File: src/design/tadc_pkg.sv
`timescale 1ns / 1ps
// ----------------------------------------------------------------------------
// Tilt angle classifier package
// Shared widths, constants, register codes and the arctangent table.
// ----------------------------------------------------------------------------
package tadc_pkg;

    localparam int SAMPLE_W  = 16;
    localparam int CFG_W     = 16;
    localparam int CFG_IDX_W = 3;
    localparam int ANGLE_W   = 17;
    localparam int DIR_W     = 3;
    localparam int DIFF_W    = 18;
    localparam int MUL_W     = 26;
    localparam int NUM_W     = 24;
    localparam int DEN_W     = 16;
    localparam int MAP_W     = 26;
    localparam int PRE_W     = MAP_W + 2;
    localparam int FRAC_W    = 32;
    localparam int CW        = 60;
    localparam int Z_W       = 32;
    localparam int ZT_W      = Z_W + 1;
    localparam int ANG_FRAC  = 22;
    localparam int TAB_LEN   = 24;
    localparam int T_W       = 31;
    localparam int PROD_W    = 38;
    localparam int HUND_W    = 16;
    localparam int SUM_W     = 18;

    localparam int MAP_LAT     = NUM_W + 3;
    localparam int CORDIC_XTRA = 4;
    localparam int OUT_LAT     = 2;

    localparam logic signed [MUL_W-1:0] MAP_SCALE = 26'sd180;
    localparam logic signed [MAP_W-1:0] MAP_BIAS  = 26'sd90;

    localparam logic signed [Z_W-1:0]  DEG90      = 32'sd377487360;
    localparam logic signed [Z_W-1:0]  DEG180     = 32'sd754974720;
    localparam logic signed [ZT_W-1:0] DEG180_EXT = 33'sd754974720;
    localparam logic signed [ZT_W-1:0] DEG360_EXT = 33'sd1509949440;
    localparam logic [PROD_W-1:0]      HUND_SCALE = 38'd100;
    localparam logic [PROD_W-1:0]      ROUND_HALF = 38'd2097152;

    localparam logic signed [Z_W-1:0] ATAN_TAB [TAB_LEN] = '{
        32'sd188743680, 32'sd111421900, 32'sd58872272, 32'sd29884485,
        32'sd15000234,  32'sd7507429,   32'sd3754631,  32'sd1877430,
        32'sd938729,    32'sd469366,    32'sd234683,   32'sd117342,
        32'sd58671,     32'sd29335,     32'sd14668,    32'sd7334,
        32'sd3667,      32'sd1833,      32'sd917,      32'sd458,
        32'sd229,       32'sd115,       32'sd57,       32'sd29
    };

    localparam logic signed [CFG_W-1:0] RST_SPAN_LOW  = 16'sd265;
    localparam logic signed [CFG_W-1:0] RST_SPAN_HIGH = 16'sd402;
    localparam logic [CFG_W-1:0]        RST_OFFSET_X  = 16'd35940;
    localparam logic [CFG_W-1:0]        RST_OFFSET_Y  = 16'd400;
    localparam logic [CFG_W-1:0]        RST_OFFSET_Z  = 16'd35000;

    localparam logic signed [SUM_W-1:0] UP_LO    = 18'sd3000;
    localparam logic signed [SUM_W-1:0] UP_HI    = 18'sd8000;
    localparam logic signed [SUM_W-1:0] DOWN_LO  = 18'sd26000;
    localparam logic signed [SUM_W-1:0] DOWN_HI  = 18'sd33000;
    localparam logic signed [SUM_W-1:0] LEFT_LO  = -18'sd34000;
    localparam logic signed [SUM_W-1:0] LEFT_HI  = -18'sd29000;
    localparam logic signed [SUM_W-1:0] RIGHT_LO = -18'sd9000;
    localparam logic signed [SUM_W-1:0] RIGHT_HI = -18'sd3000;

    typedef enum logic [CFG_IDX_W-1:0] {
        CFG_SPAN_LOW,
        CFG_SPAN_HIGH,
        CFG_OFFSET_X,
        CFG_OFFSET_Y,
        CFG_OFFSET_Z
    } t_cfg_reg;

    typedef enum logic [DIR_W-1:0] {
        DIR_NONE,
        DIR_UP,
        DIR_DOWN,
        DIR_LEFT,
        DIR_RIGHT
    } t_dir;

    typedef struct packed {
        logic             neg;
        logic [DEN_W-1:0] mag;
    } t_divisor;

endpackage

File: src/design/tadc_map.sv
`timescale 1ns / 1ps
// ----------------------------------------------------------------------------
// Axis mapping lane
// Maps one raw axis onto -90..90, for samples within the span, with a
// pipelined restoring divider that truncates toward zero.
// ----------------------------------------------------------------------------
module tadc_map #(
    parameter int SAMPLE_BITS = 16
) (
    input  logic                                 i_clk,
    input  logic                                 i_rst_n,
    input  logic                                 i_valid,
    input  logic [tadc_pkg::SAMPLE_W-1:0]        i_sample,
    input  logic signed [tadc_pkg::CFG_W-1:0]    i_span_low,
    input  tadc_pkg::t_divisor                   i_div,
    output logic                                 o_valid,
    output logic signed [tadc_pkg::MAP_W-1:0]    o_map
);
    import tadc_pkg::*;

    localparam int SHIFT = SAMPLE_W - SAMPLE_BITS;

    logic signed [SAMPLE_W-1:0]      w_sext;
    logic signed [MUL_W-1:0]         w_prod;
    logic signed [MUL_W-1:0]         w_abs;
    logic signed [MAP_W-1:0]         w_q;
    logic signed [DIFF_W-1:0]        r_diff;
    logic                            r_diff_valid;
    logic [DEN_W+NUM_W-1:0]          r_rq    [0:NUM_W];
    logic                            r_neg   [0:NUM_W];
    logic                            r_valid [0:NUM_W];
    logic signed [MAP_W-1:0]         r_map;
    logic                            r_map_valid;

    assign w_sext = $signed(i_sample << SHIFT) >>> SHIFT;
    assign w_prod = MUL_W'(r_diff) * MAP_SCALE;
    assign w_abs  = w_prod[MUL_W-1] ? -w_prod : w_prod;

    always_ff @(posedge i_clk) begin
        r_diff   <= DIFF_W'(w_sext) - DIFF_W'(i_span_low);
        r_rq[0]  <= {{DEN_W{1'b0}}, w_abs[NUM_W-1:0]};
        r_neg[0] <= w_prod[MUL_W-1];
        if (!i_rst_n) begin
            r_diff_valid <= 1'b0;
            r_valid[0]   <= 1'b0;
        end else begin
            r_diff_valid <= i_valid;
            r_valid[0]   <= r_diff_valid;
        end
    end

    for (genvar k = 0; k < NUM_W; k++) begin : g_div
        logic [DEN_W:0] w_cand;
        logic [DEN_W:0] w_sub;
        logic           w_take;

        assign w_cand = r_rq[k][DEN_W+NUM_W-1:NUM_W-1];
        assign w_take = (w_cand >= {1'b0, i_div.mag});
        assign w_sub  = w_cand - {1'b0, i_div.mag};

        always_ff @(posedge i_clk) begin
            r_rq[k+1]  <= {(w_take ? w_sub[DEN_W-1:0] : w_cand[DEN_W-1:0]),
                           r_rq[k][NUM_W-2:0], w_take};
            r_neg[k+1] <= r_neg[k];
            if (!i_rst_n) begin
                r_valid[k+1] <= 1'b0;
            end else begin
                r_valid[k+1] <= r_valid[k];
            end
        end
    end

    assign w_q = $signed({{(MAP_W-NUM_W){1'b0}}, r_rq[NUM_W][NUM_W-1:0]});

    always_ff @(posedge i_clk) begin
        r_map <= ((r_neg[NUM_W] ^ i_div.neg) ? -w_q : w_q) - MAP_BIAS;
        if (!i_rst_n) begin
            r_map_valid <= 1'b0;
        end else begin
            r_map_valid <= r_valid[NUM_W];
        end
    end

    assign o_valid = r_map_valid;
    assign o_map   = r_map;

endmodule

File: config.mk
export PLATFORM = sky130hd
export DESIGN_NAME = tadc_map
export DESIGN_NICKNAME = d
export VERILOG_FILES = /design/src/design/tadc_pkg.sv /design/src/design/tadc_map.sv
export SDC_FILE = /design/constraint.sdc
export NUM_CORES = 2
export LEC_CHECK = 0
export ABC_AREA = 0
export BUFFER_PORTS_ARGS = -buffer_cell sky130_fd_sc_hd__buf_2
export CAP_MARGIN = 40
export CORE_MARGIN = 1.5
export CORE_UTILIZATION = 31
export CTS_CLUSTER_SIZE = 30
export DETAILED_ROUTE_END_ITERATION = 10
export PLACE_DENSITY = 0.58
export SYNTH_ARGS = -nofsm -noshare
export SYNTH_HDL_FRONTEND = slang
export SYNTH_SLANG_ARGS = --single-unit
File: constraint.sdc
create_clock -name i_clk -period 4.16 [get_ports i_clk]
set_clock_uncertainty 0.05 [all_clocks]
set_input_delay 0.208 -clock i_clk [delete_from_list [all_inputs] [get_ports i_clk]]
set_output_delay 0.208 -clock i_clk [all_outputs]
set_load 0.03 [all_outputs]
After elaboration in Yosys (flattened, before gate mapping)
Memory sizes are Yosys's and may differ from the RTL's. A register that Yosys moved wholly into a read port is not among the register bits.
Index checks and enable logic that the tools add are counted.
{ "word_totals": {"reg_bits": 44, "latch_bits": 0, "ram_bits": 1050, "romBits": 0, "in_bits": 52, "memories": 3} }
{ "memory_table": {"columns": ["name", "depth", "word_bits", "rd", "rd_ports_with_merged_regs", "wr", "line", "source"], "rows": [
  ["r_rq", 25, 40, 25, 0, 25, "tadc_map.sv:29", "logic [DEN_W+NUM_W-1:0] r_rq [0:NUM_W];"],
  ["r_neg", 25, 1, 25, 0, 25, "tadc_map.sv:30", "logic r_neg [0:NUM_W];"],
  ["r_valid", 25, 1, 25, 1, 25, "tadc_map.sv:31", "logic r_valid [0:NUM_W];"]
]} }
{ "classes": {"addsub": 28, "n_mul": 1, "n_div": 0, "magnitude_cmp": 24, "eq_ne": 0, "n_shift": 0, "mux": 53, "bitwise_logic": 26, "n_reduce_logical": 1} }
{ "ops": {"columns": ["cell", "count"], "rows": [
  ["$ge 17x16->1", 24],
  ["$mux 16", 24],
  ["$sub 16x16->16", 24],
  ["$mux 1", 27],
  ["$mux 26", 1],
  ["$neg 24->26", 1],
  ["$sub 26x8->26 const B", 1],
  ["$or 1x1->1", 25],
  ["$mul 17x7->24 const B", 1],
  ["$mux 24", 1],
  ["$neg 24->24", 1],
  ["$sub 16x16->17", 1],
  ["$logic_not 1->1", 1],
  ["$xor 1x1->1", 1]
]} }

Depth between registers and ports, before layout
An unclocked memory read counts as a cell.
{ "depth": {"depth_word": 4, "ltp_mapped": 18, "mapped_depth_nobuf": 17} }

Least setup slack after synthesis
Ideal clock, no wire load.
{ "synth_timing": {"kind": "register to register", "startpoint": "reg r_diff[8]", "endpoint": "mem r_rq[0][21] (netlist name)", "setup_time_ns": 0.125, "arrival_ns": 4.280, "t_required_ns": 3.985, "path_slack_ns": -0.295, "path_stages_with_launch": 19, "synth_period_minus_slack_ns": 4.455, "cell_sequence": "dfxtp_1 -> ha_1 -> ha_1 -> fa_1 -> inv_1 -> fa_1 -> inv_1 -> ha_1 -> clkbuf_1 -> and2_1 -> nor2b_1 -> o2111ai_1 -> nand3_1 -> a31oi_1 -> o211ai_1 -> mux2_2 -> clkbuf_1 -> a21oi_1 -> xnor2_1"} }
{ "synth_lines": {"columns": ["item", "line", "source"], "rows": [
  ["start: declaration", "tadc_map.sv:27", "logic signed [DIFF_W-1:0] r_diff;"],
  ["start signal: assignment", "tadc_map.sv:40", "r_diff <= DIFF_W'(w_sext) - DIFF_W'(i_span_low);"],
  ["end: declaration", "tadc_map.sv:29", null]
]} }

==> summary by stage <==
Yosys
The number of flops mapped to enable cells by yosys is 0. The number of distinct library cells after synthesis is 67. Counting flops and latches in the post-synthesis netlist gives 1016. In the post-synthesis netlist, the biggest area contributors are dfxtp_1 45%, ha_1 12%, mux2_2 7.0%. Synthesis handed over a netlist of 4360 instances. The portion of synthesized area spent on multiplexers is a little over 8%. After Yosys synthesis, and, or, nand and nor cells account for 10.7% of the synthesized area. The share of the synthesized area in the top cell type is 44.9%. The mean instance size in the synthesized netlist is 10.4 um2. The cell type contributing the most total cell area after synthesis is dfxtp_1. Yosys instantiated no cell more often than dfxtp_1. The most used flip-flop cell after synthesis is dfxtp_1. After synthesis, the largest family of logic cells by area is adder cells. The number of nets in the synthesized netlist is 4907.

The xor and xnor fraction of the mapped netlist area is 5.34%. After synthesis, flip-flops and latches occupy 44.9% of the total area. Counting instances in the post-synthesis netlist gives the leading cell types as 1016 x dfxtp_1, 442 x ha_1, 284 x inv_1, 283 x mux2_2, 278 x nor2_1. The async set or reset register ratio after synthesis is 0%. After synthesis the cells add up to around 45000 um2.

The Yosys warning count is 0. After Yosys synthesis, full adders, half adders and majority gates account for ~15% of the synthesized area. The synthesized-area fraction occupied by ao, oa, aoi and oai cells is 13.5%.

Cells and area
The layout cell share with drive strength beyond 1 is 17.0%. Compared with the post-synthesis result, the final layout area differs by 19.7%. For this run, the post-layout net count is 5255. The multi-input combinational cell area is between 20000 and 25000 um2.

The final non-filler cell area is 54200 um2. In the final layout, flip-flops and latches occupy roughly 20000 um2. 0 antenna diodes ended up in the layout. After filler insertion, the fill cell instance count of the layout stands at 14337.

Status
The run finished, with violations left. The final reports fail on setup timing.

Placed design
After detailed placement, the total cell area comes to 49300 um2. At the end of routability-driven placement, the weighted congestion stood at 0.848. The half-perimeter wire length after placement is 71.8 mm. The port buffer count is 78.

Timing
The worst-case hold slack is between 40 and 50 ps. The final hold violation count is 0. The minimum period implied by the final worst setup slack is 4170 ps. The timing-limited maximum frequency is between 200 and 250 MHz. The setup total negative slack is -8.31 ps.

The number of slew-limit violations in the final report is 0. Setup violations remaining at the end of the flow were counted as 3. The worst pin sits at a relative slew slack of 53.1%. Across all setup checks in the final design, the least slack found is -6.90 ps. Setup repair after global routing could not meet its margin everywhere. For the pin with the worst max-slew slack, the measured transition is 704 ps. After layout, the worst path uses 100% of the clock period.

Worst setup path
The cell depth of the worst flop-to-flop path is 18. For flop-to-flop paths, the worst setup slack is -7 ps. The source of the critical timing path is r_diff[4]$_DFF_P_. STA puts the critical path data required time at approximately 4700 ps. Of all nets on the critical path, the largest fanout is 4. The critical path ends at r_rq[0][21]$_DFF_P_. The worst register-to-register path ends at r_rq[0][21]$_DFF_P_.

The startpoint identified for the worst register-to-register timing path is r_diff[4]$_DFF_P_. The kind of critical path is reg2reg. The worst setup path is launched from a register. The endpoint arrival time on the critical path is 4700 ps.

The category of the worst setup path capture point is a register.

Worst hold path
The type of the worst min-delay path is in2reg. Counting instances, the worst hold path has a depth of 3.

Detailed routing
The number of vias after detailed routing is 31725. Before antenna repair, the detailed router went through 7 iterations. The number of DRC violations after detailed routing is 0. The first-iteration detailed-routing DRC count is 1426. The total wire length is 101 mm. After detailed routing, the number of vias per cell comes to 4.73.

The count of nets left with antenna violations once routing finished came out at 0. After detailed routing, the average wire length per cell comes to 15.0 um.

Clocking
Counting along the longest clock path gives a buffer depth of 3. For the worst-skew pair, the clock arrives at the later sink with an insertion delay of 720 ps. The H-tree was split into 3 levels. The number of CTS-inserted buffers is 104. The library cell used as clock root buffer is clkbuf_16. After clock tree synthesis, the clock-pin slew on the worst setup and hold paths is 70 ps. The number of clock sinks seen by CTS is between 1000 and 1500. The TritonCTS clock tree is yes.

Die
The die extent in x is 385 um. The initial core utilization is between 30% and 40%. In this run the core area contains 140 standard-cell rows. The die is 385 um tall. The overall die area is 148000 um2. Pin placement for this block handled 79 I/O pins. The placeable core area is 145000 um2.

Pwr
Across the VDD grid, the largest voltage drop is a little under 0.8 mV. Power spread over the standard cell area amounts to 914 nW/um2. In this run the static leakage power is 23.6 nW.

Global routing
Global routing used 13.6% of the available tracks across all layers. After global routing the overflow that remains totals 0. The via count of the first global-routing pass is approximately 32000.

The pin count of the biggest net entering global routing is 28. The number of antenna violations at the first check in global routing is 2. The first global-routing pass estimated 162 mm of wire.

Run
Across the run, the number of max-cap violations was 0.
==> report_power, final <==
part / total (mW) / switching (mW) / internal (mW)
Sequential: 14.7 / 1.48 / 13.3
Combinational: 24.9 / 12.6 / 12.3
Clock: 9.85 / 4.06 / 5.79
==> worst max-delay path, stage by stage, from the launching register on <==
cell and delay (ps):
dfxtp_4 370, ha_4 260, ha_4 270, inv_2 30, fa_1 460, fa_1 510, inv_2 50, ha_4 210
o21a_1 170, o31a_1 160, o21a_4 270, buf_4 130, nand3_1 70, a31oi_1 110, or3_4 370, nor3_4 260
buf_4 160, a21oi_2 50, xnor2_1 110
==> worst min-delay path by stage <==
stage,from,to,slack [ps]
detailed placement,r_rq[0][87]$_DFF_P_,r_rq[0][128]$_DFF_P_,260
CTS,i_div[1],r_rq[0][78]$_SDFF_PP0_,1
global placement,r_rq[0][218]$_DFF_P_,r_rq[0][259]$_DFF_P_,260
floorplan,i_div[1],r_rq[0][66]$_SDFF_PP0_,250
global route,i_div[1],r_rq[0][68]$_SDFF_PP0_,40
finish,i_div[1],r_rq[0][78]$_SDFF_PP0_,40
==> registers in the layout (all words and copies together), names as in the netlist <==
signal,count
r_valid,25
r_rq,921
r_neg,25
o_valid,1
r_diff,17
r_diff_valid,1
o_map,26
==> per-layer routing <==
metal / track usage (%) / wire length, um / vias to the layer above
li1: - / - / 16301
met1: 16.3 / 44600 / 14694
met2: 24.2 / 49200 / 531
met3: 2.24 / 3590 / 197
met4: 4.82 / 3330 / 2
met5: 0 / 13 / -
==> cells by family (layout without fill, tap and decap cells) <==
| group | count (synthesis) | after routing |
|---|---|---|
| AO/OA/AOI/OAI | 923 | 923 |
| XOR/XNOR | 276 | 276 |
| adder cells (fa/ha/maj) | 495 | 495 |
| buffers and inverters | 325 | 760 |
| flip-flops | 1016 | 1016 |
| multiplexers | 340 | 341 |
| AND/OR/NAND/NOR | 985 | 985 |
==> what timing repair did <==
action,4_1_cts,5_1_grt
pin swaps,33,18
hold buffers,56,0
hold endpoints to repair,59,0
resized for setup,49,32
gates cloned,1,0
setup endpoints to repair,22,21
buffers inserted,9,2
==> cell usage in the layout, fill, tap and decap left out, drive strengths merged, types with 37 or more instances in the layout <==
cell type,synthesis,layout
dfxtp,1016,1016
ha,442,442
inv,284,296
mux2,283,284
nor2,278,278
buf,4,225
nand2,216,216
a21oi,209,209
xnor2,200,200
o21ai,171,171
clkbuf,36,130
a21o,96,96
nand4,91,91
nor3,88,88
nor2b,80,80
xor2,76,76
o21a,74,74
nand2b,57,57
a21boi,57,57
mux2i,57,57
dlygate4sd3,0,56
a211oi,53,53
fa,53,53
nor4,44,44
o31ai,42,42
nand3,38,38
and2,37,37
==> per-stage QoR <==
| step | utilization (%) | cells | setup WS (ps) | power (mW) |
|---|---|---|---|---|
| global route | 37.3 | 6713 | -180 | 53.5 |
| finish | 37.3 | 6713 | -6.90 | 49.5 |
| floorplan | - | 4360 | 5.19 | 31.7 |
| detailed placement | 33.9 | 6451 | -228 | 37.8 |
| global placement | 33.9 | 6449 | -147 | 37.4 |
| CTS | 37.2 | 6711 | -11.3 | 49.2 |
==> area by class of cell <==
| class | count | area share (%) |
|---|---|---|
| Tap cell | 1917 | 4.43 |
| Clock inverter | 64 | 1.66 |
| Clock buffer | 130 | 5.22 |
| Multi-Input combinational cell | 3020 | 45.1 |
| Inverter | 285 | 1.98 |
| Sequential cell | 1016 | 37.6 |
| Timing Repair Buffer | 281 | 4.07 |
No activity file was read; power rests on OpenSTA's default activity.
